$ cat config.mk
export PLATFORM = sky130hd
export DESIGN_NAME = bspm_cell
export DESIGN_NICKNAME = d
export VERILOG_FILES = /design/src/rtl/bspm_pkg.sv /design/src/rtl/bspm_cell.sv
export SDC_FILE = /design/constraint.sdc
export NUM_CORES = 1
export LEC_CHECK = 0
export CAP_MARGIN = 20
export CORE_MARGIN = 5
export CORE_UTILIZATION = 34
export DETAILED_ROUTE_END_ITERATION = 7
export DONT_BUFFER_PORTS = 1
export SLEW_MARGIN = 5
export SYNTH_ARGS = -nofsm -noshare
export SYNTH_HDL_FRONTEND = slang
export SYNTH_SLANG_ARGS = --single-unit
$ cat constraint.sdc
create_clock -name clk -period 2.4 [get_ports clk]
set_clock_uncertainty 0.1 [all_clocks]
set_input_delay 0.48 -clock clk [delete_from_list [all_inputs] [get_ports clk]]
set_output_delay 0.48 -clock clk [all_outputs]
set_load 0.01 [all_outputs]
$ cat src/rtl/bspm_pkg.sv
`default_nettype none
package bspm_pkg;

  localparam logic [2:0] CMD_PUSH  = 3'd0;
  localparam logic [2:0] CMD_POP   = 3'd1;
  localparam logic [2:0] CMD_TOP   = 3'd2;
  localparam logic [2:0] CMD_PEEK  = 3'd3;
  localparam logic [2:0] CMD_MAX   = 3'd4;
  localparam logic [2:0] CMD_MIN   = 3'd5;
  localparam logic [2:0] CMD_CLEAR = 3'd6;

  localparam logic [1:0] STAT_OK      = 2'd0;
  localparam logic [1:0] STAT_EMPTY   = 2'd1;
  localparam logic [1:0] STAT_BADPEEK = 2'd2;
  localparam logic [1:0] STAT_FULL    = 2'd3;

  typedef struct packed {
    logic [2:0]         command;
    logic signed [31:0] operand;
  } req_t;

  typedef struct packed {
    logic signed [31:0] read_data;
    logic [1:0]         status;
    logic [10:0]        fill_count;
  } rsp_t;

  typedef enum logic [1:0] {
    SHIFT_HOLD,
    SHIFT_DOWN,
    SHIFT_UP
  } shift_mode_t;

  typedef struct packed {
    shift_mode_t        mode;
    logic signed [31:0] push_data;
  } cell_ctl_t;

  typedef enum logic {
    S_IDLE,
    S_SCAN
  } state_t;

endpackage
`default_nettype wire

$ cat src/rtl/bspm_cell.sv
`default_nettype none
module bspm_cell (
  input  wire logic                clk,
  input  wire bspm_pkg::cell_ctl_t ctl,
  input  wire logic signed [31:0]  from_above,
  input  wire logic signed [31:0]  from_below,
  output logic signed [31:0]       value
);

  always_ff @(posedge clk) begin
    case (ctl.mode)
      bspm_pkg::SHIFT_DOWN: begin
        value <= from_above;
      end
      bspm_pkg::SHIFT_UP: begin
        value <= from_below;
      end
      default: begin
        value <= value;
      end
    endcase
  end

endmodule
`default_nettype wire

# Word level (Yosys, flattened, before mapping)
# Index checks and enable logic that the tools add are counted.
# op_classes
div,0
n_bitwise,0
mul,0
n_eq_ne,2
reduce_logical,1
n_addsub,0
mux,1
n_shift,0
magnitude_cmp,0
# ops
operator,count
32-bit one-hot mux with 2 select lines,1
2-bit by 1-bit == test with 1-bit output (second input constant),1
2-bit == test (second input constant),1
2-bit nonzero test,1
# totals
latchBits,0
reg_bits,32
mem_bits_rw,0
out_inout_bits,32
memories,0
input_bits,99
mem_bits_ro,0

# Depth between registers and ports, before layout
# Gate-level depths: netlist (run 1).
# logic_depth
ltp_word,2
depth_mapped,5

# Least setup slack after synthesis (run 1)
# No wires, ideal clock.
# synth_path
kind,input to register
startpoint,in ctl[32] (netlist name)
endpoint,"reg value[0], enable pin"
required_ns,1.913
stages,3
path_buffers,0
arrival_time_ns,1.418
slack_ns,0.495
cell_sequence,inv_1 > ha_1 > inv_1
# synth_between
elab_chain_len,2
elab_cells_between_ends,3
# synth_rtl
item,line,source
start: declaration,bspm_cell.sv:4,"input wire bspm_pkg::cell_ctl_t ctl,"
2-bit == test or 2-bit by 1-bit == test with 1-bit output (tied branches),bspm_cell.sv:11,case (ctl.mode)
2-bit nonzero test (no line) *,-,
end signal: assignment,bspm_cell.sv:13,value <= from_above;
end signal: assignment,bspm_cell.sv:16,value <= from_below;
end signal: assignment,bspm_cell.sv:19,value <= value;
end: declaration,bspm_cell.sv:7,output logic signed [31:0] value
# Every way passes the cells marked *; elsewhere a longest branch is shown, timed or not.
# A chain may end at the register's enable or synchronous reset.

# Worst setup path after layout (run 1)
# layout_path
startpoint,in ctl[32] (netlist name)
endpoint,reg value[17] (data pin)
# layout_between
elab_chain_len,2
elab_cells_between_ends,3
# layout_rtl
item,line
2-bit == test or 2-bit by 1-bit == test with 1-bit output (tied branches),bspm_cell.sv:11
32-bit one-hot mux with 2 select lines *,bspm_cell.sv:11
# Marked as above.

==> results of run 1 <==
## routing by layer
metal / part of all wire, % / up-vias / global-route usage [%] / wire length [um]
met5: 0 / - / 0 / 0
met4: 2.3 / 0 / 4.64 / 59
met3: 9.7 / 6 / 5.62 / 248
met2: 53 / 54 / 14.3 / 1360
met1: 35 / 306 / 8.09 / 884
li1: - / 286 / - / -
## critical path, stage by stage
cell and delay (ps):
inv_1 40, ha_2 160, buf_4 330, mux2_4 340
## area by class of cell
| type | count | area (um^2) | area share, % |
|---|---|---|---|
| Timing Repair Buffer | 4 | 30.0 | 1.84 |
| Inverter | 2 | 7.51 | 0.461 |
| Clock inverter | 2 | 7.51 | 0.461 |
| Multi-Input combinational cell | 33 | 488 | 30.0 |
| Tap cell | 52 | 65.1 | 4.00 |
| Sequential cell | 32 | 961 | 59.0 |
| Clock buffer | 5 | 68.8 | 4.23 |
## per-stage QoR
step | setup WS, ps | area [um^2] | hold slack [ps] | std cells | utilization (%)
after CTS | 957 | 1630 | 305 | 130 | 37.4
final | 959 | 1630 | 316 | 130 | 37.4
after detailed placement | 659 | 1550 | 600 | 123 | 35.6
after global placement | 674 | 1550 | 598 | 123 | 35.6
after global routing | 934 | 1630 | 299 | 130 | 37.4
after floorplan | 495 | 1530 | 597 | 71 | -
## kinds of logic (layout without fill, tap and decap cells)
family | Yosys count | in the layout | synth area share [%]
flip-flops | 32 | 32 | 63.0
multiplexers | 32 | 32 | 31.0
adder cells (fa/ha/maj) | 1 | 1 | 0.820
buffers and inverters | 6 | 13 | 5.17
## synth_stat cells (all sizes together)
master / number
buf: 4
ha: 1
inv: 2
edfxtp: 32
mux2: 32
## power groups by stage
stage / logic, W / clock network [W] / registers (W)
after floorplan: 0.000108 / 0 / 0.000789
after global placement: 0.000113 / 0 / 0.000804
after detailed placement: 0.000117 / 0 / 0.000804
after CTS: 0.000118 / 0.000376 / 0.000793
after global routing: 0.000126 / 0.000405 / 0.000796
final: 0.000115 / 0.000361 / 0.000788
## path summary, 6_finish.rpt
| path | startpoint | slack (ps) | to |
|---|---|---|---|
| max | ctl[32] | 960 | value[17]$_DFFE_PP_ |
| min | from_below[25] | 320 | value[25]$_DFFE_PP_ |
==> impl_metrics.toml, run 1 <==
[power]
ir_drop_v = 0.000173
pwr-share-clk_pct = 28.6
power_frac_seq_pct = 62.3
p_sw_w = 0.000287
total_power_w = 0.00126
swShare_pct = 22.7
leakage_nw = 0.621
comb_power_share_pct = 9.1
intPower_w = 0.000977
power.density_nw_per_um2 = 777

[cts]
cts_sinks = 32
cts_buffers = 5
clk_pin_slew_worst_paths_ps = 60
holdBufCountCts = 0
cts_resized = 0
cts_tree = "built"
cts-root-buf = "clkbuf_8"
postCtsSetupRepairBufs = 0
cts_buffer_depth = 2
cts_max_level = 2

[yosys]
synth_top_area_share_pct = 63.0
synth_largest_area_cell = "edfxtp_1"
syn_area_um2 = 1530
syn_area_per_cell_um2 = 21.5
syn_nets = 171
ys_ff_latch = 32
ys_types = 7
synthTopCellsByArea = "edfxtp_1 63%, mux2_4 30%, buf_12 3.9%"
yosysSeqAreaShare_pct = 63.0
yosysWarnings = 0
syn_inst = 71

[finish]
top_regs = "value x32"
largest_reg_flops = 32
mostFrequentLayoutCell = "edfxtp_1"
nets = 178
num_antenna_cells = 0
syn2layout_area_growth_pct = 6.73
drive_gt1_share_pct = 53.8
nFillCells = 386
final_cell_mix = "32 x edfxtp_1, 30 x mux2_4, 5 x clkbuf_8"
largest-register = "value"

[grt]
grt_max_degree = 23
grt_overflow_total = 0
antenna_found_initial = 0
grt.total_usage_pct = 8.65
grt_pass1_wl_um = 3890
first_global_vias = 766

[timing]
fin_crit_ps = 1440
setup_viol = 0
hold_violations = 0
tns_ps = 0
relSlewSlack_pct = 76.0
period_share_pct = 60.1
worst_slew_pin_slew_ps = 359
clock.fmax_ghz = 0.694
drv_slew = 0
grt_setup_unrepaired = "no"

[die]
die_w_um = 77.0
die_area_um2 = 5930
die_height_um = 77.0
row_count = 24
core_area_um2 = 4350
io_pins = 131
start_util_pct = 35.0

[detailed_routing]
drcViolationCount = 0
avgRoutedWirePerCell_um = 19.7
dr.pass1.iters = 2
vias = 652
drt-total-wl_um = 2560
final_antenna_net_count = 0
drt_iter0_drc = 15
vias_per_cell = 5.02

[setup_path]
critPathMaxFanout = 20
cp.arrival_ps = 1370
cp-start-kind = "input pin"
path_class = "in -> reg"
cp.required_ps = 2320
worst_setup_path_end_kind = "register"

[placement]
place.gp.congestion = 0.700
portBuffers = 0
dp_hpwl_um = 2030

[outcome]
status = "finished clean"

[job]
drv_cap = 0

[hold_path]
hold_class = "in -> reg"
hold_path_depth = 1
(Power assumes the default switching activity.)
==> inputs of run 2 (changes only) <==
- clock period: 2.4 -> 1.32 ns (I/O delays scaled with it)
==> run 2 against run 1 <==
Effect of this change:
- routed wire length increased by 11%
- worst hold slack got worse by 220 ps
- critical path depth decreased by 4
- sequential cell count unchanged
- power increased by 84%
- critical path type is now reg -> out
- first-iteration DRC count increased by 150%
==> impl_metrics.toml, run 2 (synthesis results as in run 1) <==
[outcome]
status = "finished clean"

[timing]
fin_crit_ps = 1080
period_share_pct = 81.5
relSlewSlack_pct = 88.8
setup_viol = 0
grt_setup_unrepaired = "no"
setup_slack_ps = 244
worst_slew_pin_slew_ps = 168
hold_violations = 0
drv_slew = 0
clock.fmax_ghz = 0.929

[setup_path]
cp.arrival_ps = 710
cp-start-kind = "register"
critPathMaxFanout = 1
cp.required_ps = 960
worst_setup_path_end_kind = "output port"
path_class = "reg -> out"
critPathCapture = "value[30]"
cp-startpoint = "value[30]$_DFFE_PP_"
path_depth = 0

[finish]
nets = 177
top_regs = "value x32"
largest_reg_flops = 32
final_cell_mix = "32 x edfxtp_1, 30 x mux2_4, 5 x clkbuf_8"
ff_latch_area_um2 = 961
largest-register = "value"
num_antenna_cells = 0
syn2layout_area_growth_pct = 10.1
multi_input_area_um2 = 498
nFillCells = 399
drive_gt1_share_pct = 55.8
mostFrequentLayoutCell = "edfxtp_1"
instances_no_fill = 129

[cts]
cts_tree = "built"
holdBufCountCts = 0
cts_resized = 0
cts_buffers = 5
clk_pin_slew_worst_paths_ps = 60
cts_max_level = 2
postCtsSetupRepairBufs = 0
cts-root-buf = "clkbuf_8"
cts_sinks = 32
cts_buffer_depth = 2

[grt]
grt_overflow_total = 0
grt_pass1_wl_um = 4240
grt_max_degree = 33
first_global_vias = 757
antenna_found_initial = 0
grt.total_usage_pct = 9.71

[detailed_routing]
vias_per_cell = 4.98
final_antenna_net_count = 0
dr.pass1.iters = 2
drt-total-wl_um = 2830
drt_iter0_drc = 37
vias = 643
avgRoutedWirePerCell_um = 21.9
drcViolationCount = 0

[placement]
place.gp.congestion = 0.638
portBuffers = 0
pre_cts_slack_ps = -4.27
dp_cells = 122

[die]
die_area_um2 = 5930
die_w_um = 77.0
core_area_um2 = 4350
io_pins = 131
row_count = 24
die_height_um = 77.0
start_util_pct = 35.0

[power]
leakage_nw = 0.625
power.density_nw_per_um2 = 1390
ir_drop_v = 0.000317

[job]
drv_cap = 0

[hold_path]
hold_path_depth = 1
hold_class = "in -> reg"
-- run 2: cell types whose count changed in the layout (fill, tap and decap cells not counted) --
cell,previous run,this run
inv_1,2,0
clkinvlp_4,0,1
buf_12,0,3
ha_2,1,0
ha_4,0,1
inv_8,0,1
buf_4,4,0
-- run 2: metal layers --
metal	routed length, um	track usage (%)	vias to the layer above	part of all wire (%)
met3	177	2.93	7	6.3
li1	-	-	282	-
met2	1680	17.4	44	59
met1	933	9.39	310	33
met4	36	6.70	0	1.3
met5	0	0	-	0
-- run 2: area by class of cell --
cell class / count / share of cell area [%]
Clock buffer: 5 / 4.10
Clock inverter: 2 / 0.447
Inverter: 2 / 1.12
Multi-Input combinational cell: 33 / 29.7
Sequential cell: 32 / 57.2
Tap cell: 52 / 3.87
Timing Repair Buffer: 3 / 3.58
-- run 2: metrics by stage --
stage / setup TNS [ps] / utilization, % / cell area, um^2 / power [W] / hold WS (ps)
after floorplan: -3970 / - / 1550 / 0.00164 / 381
after global placement: 0 / 36.8 / 1600 / 0.00170 / 382
after detailed placement: -5.79 / 36.8 / 1600 / 0.00171 / 384
after CTS: 0 / 38.6 / 1680 / 0.00237 / 88.3
after global routing: 0 / 38.6 / 1680 / 0.00243 / 84.5
final: 0 / 38.6 / 1680 / 0.00233 / 101
-- run 2: power breakdown --
part	internal, W	switching [W]	total [W]
clock network	0.000347	0.000312	0.000658
registers	0.00130	0.000132	0.00144
logic	0.000145	0.0000879	0.000233
total	0.00180	0.000532	0.00233
-- run 2: how the worst min path moves through the flow --
stage,start,endpoint,slack (ps)
after floorplan,from_below[0],value[0]$_DFFE_PP_,380
after global placement,from_below[5],value[5]$_DFFE_PP_,380
after detailed placement,from_below[9],value[9]$_DFFE_PP_,380
after CTS,from_below[15],value[15]$_DFFE_PP_,90
after global routing,from_below[4],value[4]$_DFFE_PP_,80
final,from_below[15],value[15]$_DFFE_PP_,100
