--- src/rtl/bspm_pkg.sv ---
`default_nettype none
package bspm_pkg;

  localparam logic [2:0] CMD_PUSH  = 3'd0;
  localparam logic [2:0] CMD_POP   = 3'd1;
  localparam logic [2:0] CMD_TOP   = 3'd2;
  localparam logic [2:0] CMD_PEEK  = 3'd3;
  localparam logic [2:0] CMD_MAX   = 3'd4;
  localparam logic [2:0] CMD_MIN   = 3'd5;
  localparam logic [2:0] CMD_CLEAR = 3'd6;

  localparam logic [1:0] STAT_OK      = 2'd0;
  localparam logic [1:0] STAT_EMPTY   = 2'd1;
  localparam logic [1:0] STAT_BADPEEK = 2'd2;
  localparam logic [1:0] STAT_FULL    = 2'd3;

  typedef struct packed {
    logic [2:0]         command;
    logic signed [31:0] operand;
  } req_t;

  typedef struct packed {
    logic signed [31:0] read_data;
    logic [1:0]         status;
    logic [10:0]        fill_count;
  } rsp_t;

  typedef enum logic [1:0] {
    SHIFT_HOLD,
    SHIFT_DOWN,
    SHIFT_UP
  } shift_mode_t;

  typedef struct packed {
    shift_mode_t        mode;
    logic signed [31:0] push_data;
  } cell_ctl_t;

  typedef enum logic {
    S_IDLE,
    S_SCAN
  } state_t;

endpackage
`default_nettype wire

--- src/rtl/bspm_ctrl.sv ---
`default_nettype none
module bspm_ctrl #(
  parameter int DEPTH = 1024
) (
  input  wire logic                clk,
  input  wire logic                rst,
  input  wire logic                req_valid,
  output logic                     req_ready,
  input  wire bspm_pkg::req_t      req,
  output logic                     rsp_valid,
  input  wire logic                rsp_ready,
  output bspm_pkg::rsp_t           rsp,
  input  wire logic signed [31:0]  head,
  output bspm_pkg::cell_ctl_t      cell_ctl
);

  localparam int CW = $clog2(DEPTH + 1);
  localparam int IW = $clog2(DEPTH);

  bspm_pkg::state_t   state;
  bspm_pkg::state_t   state_next;
  logic [CW-1:0]      count;
  logic [CW-1:0]      count_next;
  logic [IW-1:0]      step;
  logic [IW-1:0]      offset;
  logic               scan_max;
  logic               peek_op;
  logic signed [31:0] best;
  logic signed [31:0] best_next;
  bspm_pkg::rsp_t     rsp_next;
  logic               load_rsp;
  logic               start_scan;
  logic               accept;
  logic               empty;
  logic               full;
  logic               last;
  logic               bad_peek;
  logic               take;

  assign req_ready = (state == bspm_pkg::S_IDLE) && (!rsp_valid || rsp_ready);
  assign accept    = req_valid && req_ready;
  assign empty     = (count == '0);
  assign full      = (count == CW'(DEPTH));
  assign last      = (step == IW'(DEPTH - 1));
  assign bad_peek  = req.operand[31] || ($unsigned(req.operand) >= 32'(count));

  // ring rotates up, so the head holds entry number step
  always_comb begin
    if (peek_op) begin
      take = (step == offset);
    end else if (step == '0) begin
      take = 1'b1;
    end else if (CW'(step) < count) begin
      take = scan_max ? (head > best) : (head < best);
    end else begin
      take = 1'b0;
    end
  end

  always_comb begin
    state_next = state;
    case (state)
      bspm_pkg::S_IDLE: begin
        if (start_scan) state_next = bspm_pkg::S_SCAN;
      end
      bspm_pkg::S_SCAN: begin
        if (last) state_next = bspm_pkg::S_IDLE;
      end
      default: begin
        state_next = bspm_pkg::S_IDLE;
      end
    endcase
  end

  always_comb begin
    count_next         = count;
    load_rsp           = 1'b0;
    start_scan         = 1'b0;
    best_next          = best;
    rsp_next           = '0;
    cell_ctl.mode      = bspm_pkg::SHIFT_HOLD;
    cell_ctl.push_data = req.operand;
    case (state)
      bspm_pkg::S_IDLE: begin
        if (accept) begin
          load_rsp = 1'b1;
          case (req.command)
            bspm_pkg::CMD_PUSH: begin
              if (full) begin
                rsp_next.status = bspm_pkg::STAT_FULL;
              end else begin
                cell_ctl.mode = bspm_pkg::SHIFT_DOWN;
                count_next    = count + CW'(1);
              end
            end
            bspm_pkg::CMD_POP: begin
              if (empty) begin
                rsp_next.status = bspm_pkg::STAT_EMPTY;
              end else begin
                cell_ctl.mode = bspm_pkg::SHIFT_UP;
                count_next    = count - CW'(1);
              end
            end
            bspm_pkg::CMD_TOP: begin
              if (empty) begin
                rsp_next.status = bspm_pkg::STAT_EMPTY;
              end else begin
                rsp_next.read_data = head;
              end
            end
            bspm_pkg::CMD_PEEK: begin
              if (bad_peek) begin
                rsp_next.status = bspm_pkg::STAT_BADPEEK;
              end else begin
                load_rsp   = 1'b0;
                start_scan = 1'b1;
              end
            end
            bspm_pkg::CMD_MAX, bspm_pkg::CMD_MIN: begin
              if (empty) begin
                rsp_next.status = bspm_pkg::STAT_EMPTY;
              end else begin
                load_rsp   = 1'b0;
                start_scan = 1'b1;
              end
            end
            bspm_pkg::CMD_CLEAR: begin
              count_next = '0;
            end
            default: begin
            end
          endcase
        end
      end
      bspm_pkg::S_SCAN: begin
        cell_ctl.mode = bspm_pkg::SHIFT_UP;
        if (take) best_next = head;
        if (last) begin
          load_rsp           = 1'b1;
          rsp_next.read_data = best_next;
        end
      end
      default: begin
      end
    endcase
    rsp_next.fill_count = 11'(count_next);
  end

  always_ff @(posedge clk) begin
    if (rst) begin
      state     <= bspm_pkg::S_IDLE;
      count     <= '0;
      step      <= '0;
      rsp_valid <= 1'b0;
    end else begin
      state <= state_next;
      count <= count_next;
      if (start_scan) begin
        step <= '0;
      end else if (state == bspm_pkg::S_SCAN) begin
        step <= step + IW'(1);
      end
      if (load_rsp) begin
        rsp_valid <= 1'b1;
      end else if (rsp_ready) begin
        rsp_valid <= 1'b0;
      end
    end
  end

  always_ff @(posedge clk) begin
    best <= best_next;
    if (load_rsp) rsp <= rsp_next;
    if (accept) begin
      scan_max <= (req.command == bspm_pkg::CMD_MAX);
      peek_op  <= (req.command == bspm_pkg::CMD_PEEK);
      offset   <= req.operand[IW-1:0];
    end
  end

endmodule
`default_nettype wire

--- config.mk ---
export PLATFORM = sky130hd
export DESIGN_NAME = bspm_ctrl
export DESIGN_NICKNAME = d
export VERILOG_FILES = /design/src/rtl/bspm_pkg.sv /design/src/rtl/bspm_ctrl.sv
export SDC_FILE = /design/constraint.sdc
export NUM_CORES = 1
export LEC_CHECK = 0
export BUFFER_PORTS_ARGS = -buffer_cell sky130_fd_sc_hd__clkbuf_2
export CAP_MARGIN = 10
export CORE_MARGIN = 8
export CORE_UTILIZATION = 28
export CTS_CLUSTER_SIZE = 8
export DETAILED_ROUTE_END_ITERATION = 6
export GPL_ROUTABILITY_DRIVEN = 0
export PLACE_DENSITY = 0.46
export REMOVE_ABC_BUFFERS = 1
export SLEW_MARGIN = 20
export SYNTH_ARGS = -nofsm -noshare
export SYNTH_HDL_FRONTEND = slang
export SYNTH_SLANG_ARGS = --single-unit
--- constraint.sdc ---
create_clock -name clk -period 12.9 [get_ports clk]
set_input_delay 0.645 -clock clk [delete_from_list [all_inputs] [get_ports clk]]
set_output_delay 0.645 -clock clk [all_outputs]
set_load 0.01 [all_outputs]
Word-level counts from Yosys, hierarchy flattened
Index checks and enable logic that the tools add are counted.
Word-level totals
  memories: 0
  output and inout port bits: 81
  latch bits: 0
  register bits: 112
  bits in read-only memories: 0
  bits of input ports: 71
  bits in writable memories: 0
Cells by class
  order comparisons: 4
  $mul: 0
  shift-type cells: 0
  equality and inequality tests: 9
  div/mod/pow operators: 0
  mux-type cells: 40
  reductions and logical operators: 13
  add/sub/neg operators: 3
  bitwise operators: 2
Operators with widths (count)
  2-to-1 mux 32 bit: 4
  one-hot mux 32 bit (2 select lines): 1
  2-to-1 mux 11 bit: 4
  2-to-1 mux 34 bit: 1
  one-hot mux 11 bit (3 select lines): 1
  >= comparator 32 x 11 -> 1 bit: 1
  > comparator 32 bit: 1
  less-than comparator 32 bit: 1
  2-to-1 mux 1 bit: 18
  adder 11 x 1 -> 11 bit, second input constant: 1
  equality test 11 bit, second input constant: 1
  zero test 11 bit: 1
  less-than comparator 10 x 11 -> 1 bit: 1
  subtractor 11 x 1 -> 11 bit, second input constant: 1
  adder 10 x 1 -> 10 bit, second input constant: 1
  equality test 10 bit: 1
  equality test 10 bit, second input constant: 1
  zero test 10 bit: 1
  equality test 3 bit, second input constant: 3
  2-to-1 mux 2 bit: 4
  one-hot mux 1 bit (2 select lines): 4
  one-hot mux 2 bit (2 select lines): 2
  equality test 3 x 2 -> 1 bit, second input constant: 2
  one-hot mux 2 bit (3 select lines): 1
  9 further kinds: 14

Longest topological paths before layout
Gate-level depths: netlist of run 1.
  depth after elaboration: 8
  gate-level depth with buffers: 11

Worst setup path after synthesis of run 1
No wires, ideal clock.
  path kind: register to register
  start: register count[0]
  end: register rsp[0] (netlist name), enable pin
  data required time: 12385 ps
  setup slack: 7258 ps
  data arrival time: 5127 ps
  stages on the path, launching flop included: 9
  cell sequence: dfxtp_1 buf_2 inv_1 ha_1 or3b_2 and4b_1 nand2_1 and2_1 o31ai_1
On the way
  word-level cells in the longest chain between the ends: 6
  elaborated cells between the ends (all ways): 8
Ends and longest elaborated chain
  from (decl): line bspm_ctrl.sv:22  | logic [CW-1:0] count;
  from (signal assigned): line bspm_ctrl.sv:157  | count <= count_next;
  >= comparator 32 x 11 -> 1 bit: line bspm_ctrl.sv:45  | assign bad_peek = req.operand[31] || ($unsigned(req.operand) >= 32'(count));
  logical OR 1 bit: line bspm_ctrl.sv:45
  2-to-1 mux 1 bit: line bspm_ctrl.sv:112  | if (bad_peek) begin
  one-hot mux 1 bit (2 select lines) *: line bspm_ctrl.sv:87  | case (req.command)
  2-to-1 mux 1 bit *: line bspm_ctrl.sv:85  | if (accept) begin
  one-hot mux 1 bit (2 select lines) *: line bspm_ctrl.sv:83  | case (state)
  net load_rsp: line bspm_ctrl.sv:31  | logic load_rsp;
  to (signal assigned): line bspm_ctrl.sv:173  | if (load_rsp) rsp <= rsp_next;
  to (decl): line bspm_ctrl.sv:12  | output bspm_pkg::rsp_t rsp,
The timed path passes the listed nets; every way through them passes the cells marked *.
A chain may end at the register's enable or synchronous reset.

Worst setup path in the final report of run 1
  start: register count[0]
  end: register rsp[32] (netlist name), enable pin
Same word-level chain as after synthesis.

==> reports/qor.txt, run 1 <==
Total Power - 778.9 uW
CP Launch Type - flip-flop
Clk buf depth - 2
Max FO, Critical Path - 28
Detailed router's first-iteration violation count - 434
Skew final - 0.01215 ns
Seq/Total Area, Yosys - 46.10%
Switching part of the total power - 26.42%
Pint - 573.1 uW
Logic gate share of total power - 11.2%
Cts hold-fix bufs - 0
Met1 wire length - 8786 um
P_sw - 205.8 uW
Synth Cell Area - 6797 sq um
Final worst path period share - 29.77%
Commonest non-fill, non-tap cell in the layout - clkbuf_2
Maximum vdd drop - 0.04189 mV
CP Capture Type - flip-flop
Syn avg cell area - 10.91 sq um
Yosys Warn Count - 0
Area Overhead vs Synth - 17.05%
RSZ-0062 raised after global routing - no
Filler cell count - 2531
Final-report setup violation count - 0
Most frequent cells in the layout - 151 x clkbuf_2, 89 x edfxtp_1, 56 x ha_1, 51 x inv_1, 41 x a21oi_1
Antenna violations before repair - 0
Die height - 171.8 um
WL met3 - 1082 um
Post-synth EDFFs - 89
DP Wirelength - 13810 um
Outcome - completed
WL met2 - 8625 um
CTS H-tree lvls - 3
DRC - 0
Slew Limit Fails - 0
Die area - 29520 sq um
CTS tree - done
Rows - 57
Mapped Cells - 623
CP required - 12.92 ns
Vias after detailed routing - 5187
Slew HR - 27.39%
Worst Max-Slew Pin Slew - 1.089 ns
FF-to-FF setup slack - 9.06 ns
Total grt overflow - 0
Vias per cell - 4.880
Cell area power density - 97.91 nW/um^2
Hold Worst Slack - 0.4977 ns
First-pass DRT Iterations - 4
GRT Util Overall - 12.80%
First-pass GRT wire length - 29300 um
Min Tclk post-route - 3.841 ns
Setup repair bufs after CTS - 0
Dpl cells - 1047
Setup TNS Final - 0 ns
Post-CTS Resized - 0
I/O pins - 152
Final ANT Viol Nets - 0
Top routing layer in use - met4
# diodes - 0
Top_reg_cell synth - edfxtp_1
Layout Cells excl Fill - 1063
Vias in the first global route - 5392
WP data arrival - 3.86 ns
Sink Count - 112
CTS Buf Count - 9
Final net count - 861
Max Cap Viol - 0
Final Hold Fails - 0
Final WL - 18800 um
Clk network pwr share - 36.9%
Largest net degree at the start of global routing - 65
Flops & latches, synth - 112
Yosys cell types - 58
Core Footprint - 24110 sq um
Leakage power - 3.207 nW
Worst skew pair latency - 0.36 ns
Starting density of the core - 28.19%
Number of port buffers - 151
Die Wd - 171.8 um
Max Freq - 260.4 MHz
DR WL/cell - 17.68 um
Min-Delay Path Class - in2reg
Seq pwr share - 51.9%
Root Buffer - clkbuf_16
Asr flop ratio synth - 0%
Layout cells sized above 1 - 28.55%
Worst-path clk slew - 0.08 ns
Setup CP Type - reg2reg
## layer usage
| layer | GRT usage, % | vias to the layer above |
|---|---|---|
| met5 | 0 | - |
| met4 | 4.348 | 0 |
| met3 | 2.662 | 17 |
| met2 | 20.73 | 168 |
| met1 | 16.72 | 2454 |
| li1 | - | 2548 |
## cells by family after synthesis
family	synth area share [%]
flip-flops	46.10
multiplexers	5.817
AND/OR/NAND/NOR	11.43
AO/OA/AOI/OAI	15.52
XOR/XNOR	2.577
adder cells (fa/ha/maj)	10.31
buffers and inverters	8.247
## final timing paths
path | startpoint | to | cells after the start
max | count[0] | rsp[32] | 8
min | req[0] | offset[0] | 1
max reg2reg | count[0] | rsp[32] | 8
min reg2reg | best[6] | best[6] | 1
## sequential cells by signal, indices dropped and copies added, names as in the netlist
signal	count
rsp_valid	1
offset	10
peek_op	1
step	10
count	11
best	32
scan_max	1
state	1
rsp	45
## through the flow
step                setup WS, ns  util (%)  area [sq um]
floorplan                  7.314         -          6427
global placement           8.698     31.72          7646
detailed placement         8.636     31.75          7654
CTS                        8.930     33.00          7955
global route               8.772     33.00          7955
finish                     9.059     33.00          7955
## worst max-delay path, stage by stage (launching register included)
cell     delay (ns)
dfxtp_1        0.47
inv_1          0.14
ha_1           0.21
or3b_2         0.51
and4b_1        0.35
nand2_1        0.17
and2_1         0.24
o31ai_4        0.87
buf_4          0.51
## cell type report
class                           instances  area, sq um  area share (%)
Tap cell                              324        405.4           5.096
Timing Repair Buffer                  156        793.3           9.972
Sequential cell                       112         3134           39.40
Clock inverter                          7        76.32          0.9594
Multi-Input combinational cell        404         3129           39.34
Inverter                               51        191.4           2.406
Clock buffer                            9        225.2           2.831
## power by group through the flow
stage | clock, mW | sequential [mW] | combinational, mW
floorplan | 0 | 0.417 | 0.0366
global placement | 0 | 0.413 | 0.0889
detailed placement | 0 | 0.413 | 0.0888
CTS | 0.301 | 0.404 | 0.0894
global route | 0.314 | 0.406 | 0.0976
finish | 0.287 | 0.404 | 0.0873
## Yosys cell counts (all sizes together), types with 10 or more instances
library cell	count	area, sq um
nand3	12	60.06
mux2	33	375.4
nand4	14	87.58
o21ai	21	116.4
edfxtp	89	2673
nor3	23	115.1
buf	42	316.5
a211oi	10	80.07
clkbuf	14	52.55
nor2	24	90.09
dfxtp	23	460.4
xnor2	12	105.1
nand2	27	101.4
ha	56	700.7
a32o	32	320.3
inv	51	191.4
nor2b	14	87.58
a21oi	41	205.2
Power figures use the tool's default switching activity.
==> inputs of run 2 (changes only) <==
Settings changed: PLACE_DENSITY 0.46 to 0.47.
Clock period 12.9 ns to 3.1 ns, I/O delays scaled along.
==> reports/qor.txt, run 2 (synthesized netlist as in run 1, its figures left out) <==
Delay-heaviest family, CP - compound AO/OA/AOI/OAI gates
Hold Worst Slack - 0.009898 ns (-0.4878 ns)
Sink Count - 112 (unchanged)
Number of port buffers - 151 (unchanged)
Final standard cell area without fillers - 8798 sq um (+11%)
Die height - 171.8 um (unchanged)
Worst R2R Start - best[1]
FF-to-FF setup slack - -0.05 ns (-9.11 ns)
Worst skew pair latency - 0.37 ns (about the same)
DP Wirelength - 14720 um (+6.6%)
Core Footprint - 24110 sq um (unchanged)
Leakage power - 3.710 nW (+16%)
Commonest non-fill, non-tap cell in the layout - clkbuf_2
Most frequent cells in the layout - 151 x clkbuf_2, 89 x edfxtp_1, 60 x buf_4, 51 x ha_1, 49 x inv_1
Die Wd - 171.8 um (unchanged)
Leading registers by flop count - rsp x45, best x32, count x11
DRC - 0 (unchanged)
P_sw - 876.0 uW (+330%)
CP required - 3.22 ns (-9.70 ns)
Switching part of the total power - 26.39% (-0.029 points)
Total Power - 3.319 mW (+330%)
Vias in the first global route - 5567 (+3.2%)
Dpl cells - 1104 (+5.4%)
Die area - 29520 sq um (unchanged)
Vias after detailed routing - 5464 (+5.3%)
DR WL/cell - 17.90 um (+1.2%)
Max Cap Viol - 0 (unchanged)
Maximum vdd drop - 0.2663 mV (+540%)
Root Buffer - clkbuf_16
Min-Delay Path Class - in2reg
Cells along the critical path - inv_2 -> ha_4 -> nor2b_1 -> o211ai_1 -> a21boi_4 -> o41ai_4 -> a31oi_4 -> mux2_4 -> a311o_4 -> buf_12 -> a32o_1
Failing checks - setup timing
Area Overhead vs Synth - 29.46%
Slew HR - 56.90% (+30 points)
Final worst path period share - 101.8% (+72 points)
Fin worst setup slack - -0.05481 ns (-9.114 ns)
Largest net degree at the start of global routing - 40 (-38%)
Min Tclk post-route - 3.155 ns (-0.6860 ns)
CTS tree - done
Cell area power density - 377.3 nW/um^2 (+290%)
GRT Util Overall - 13.22% (+0.42 points)
Final-report setup violation count - 44 (+44)
Outcome - finished with violations
Final WL - 20170 um (+7.3%)
Clk network pwr share - 35.8% (-1.1 points)
CP Capture Type - flip-flop
Vias per cell - 4.848 (-0.64%)
Setup TNS Final - -1.574 ns (-1.574 ns)
Detailed router's first-iteration violation count - 317 (-27%)
First-pass DRT Iterations - 4 (unchanged)
Skew final - 0.01702 ns (+0.004868 ns)
Layout cells sized above 1 - 36.24% (+7.7 points)
Clk buf depth - 2 (unchanged)
Slew Limit Fails - 0 (unchanged)
Final ANT Viol Nets - 0 (unchanged)
Worst Max-Slew Pin Slew - 0.6459 ns (-0.4433 ns)
Total grt overflow - 0 (unchanged)
Setup CP Type - reg2reg
WP buf/inv - 2 (unchanged)
Max incr delay on CP - 0.43 ns (-0.44 ns)
Worst-path clk slew - 0.08 ns (about the same)
# diodes - 0 (unchanged)
Pint - 2.444 mW (+330%)
CTS Buf Count - 9 (unchanged)
Logic gate share of total power - 13.5% (+2.3 points)
Rows - 57 (unchanged)
Crit-path slowest cell - edfxtp_1
CP Launch Type - flip-flop
DP Area - 8112 sq um (+6.0%)
RSZ-0062 raised after global routing - yes
Post-layout util - 36.50% (+3.5 points)
Final Hold Fails - 0 (unchanged)
CP Launch Point - best[1]
Top reg by flops - rsp
Layout Cells excl Fill - 1127 (+6.0%)
I/O pins - 152 (unchanged)
Min-delay src - req[0]
Final net count - 925 (+7.4%)
First-pass GRT wire length - 30530 um (+4.2%)
Number of flip-flops in the largest register - 45 (unchanged)
CTS H-tree lvls - 3 (unchanged)
Starting density of the core - 28.19% (unchanged)
Worst slack, placed - -0.2728 ns (-8.908 ns)
Max FO, Critical Path - 25 (-11%)
Max Freq - 317.0 MHz (+22%)
Seq pwr share - 50.7% (-1.2 points)
Antenna violations before repair - 0 (unchanged)
WP data arrival - 3.27 ns (-0.59 ns)
[run 2: path summary, 6_finish.rpt]
| kind | to | cells past startpoint |
|---|---|---|
| max | rsp[13] | 11 |
| min | offset[0] | 1 |
| max reg2reg | rsp[13] | 11 |
| min reg2reg | count[5] | 2 |
[run 2: worst reg2reg max path: cells and delay by family, from the launching register on]
family                   cells  cell delay [ns]
multiplexers                 1             0.35
AND/OR/NAND/NOR              1             0.12
adder cells (fa/ha/maj)      1             0.19
flip-flops                   1             0.43
AO/OA/AOI/OAI                6             1.55
buffers and inverters        2             0.27
[run 2: power groups by stage]
stage / sequential (mW) / combinational (mW) / clock, mW
final: 1.68 / 0.449 / 1.19
after global routing: 1.69 / 0.495 / 1.29
after CTS: 1.68 / 0.404 / 1.24
after detailed placement: 1.72 / 0.397 / 0
after global placement: 1.72 / 0.395 / 0
after floorplan: 1.74 / 0.152 / 0
[run 2: layer usage]
layer  up-vias  global-route usage (%)  part of all wire [%]
li1       2675                       -                     -
met1      2606                   17.16                    46
met2       173                   22.23                    47
met3        10                   2.984                   6.2
met4         0                   2.661                   1.0
met5         -                       0                     0
[run 2: layout make-up]
cell class | instances | area (sq um)
tap | 324 | 405.4
clock inverter | 7 | 75.07
multi-input combinational | 404 | 3366
sequential | 112 | 3134
inverter | 51 | 191.4
timing repair buffer | 220 | 1401
fill | 2491 | 15310
clock buffer | 9 | 225.2
[run 2: what timing repair did]
action                     in CTS  in global routing
setup buffers                   2                  2
setup endpoints to repair      64                 65
pin swaps                       4                  2
gates resized for setup        13                 42
hold buffers                    0                  0
gates cloned                    0                  3
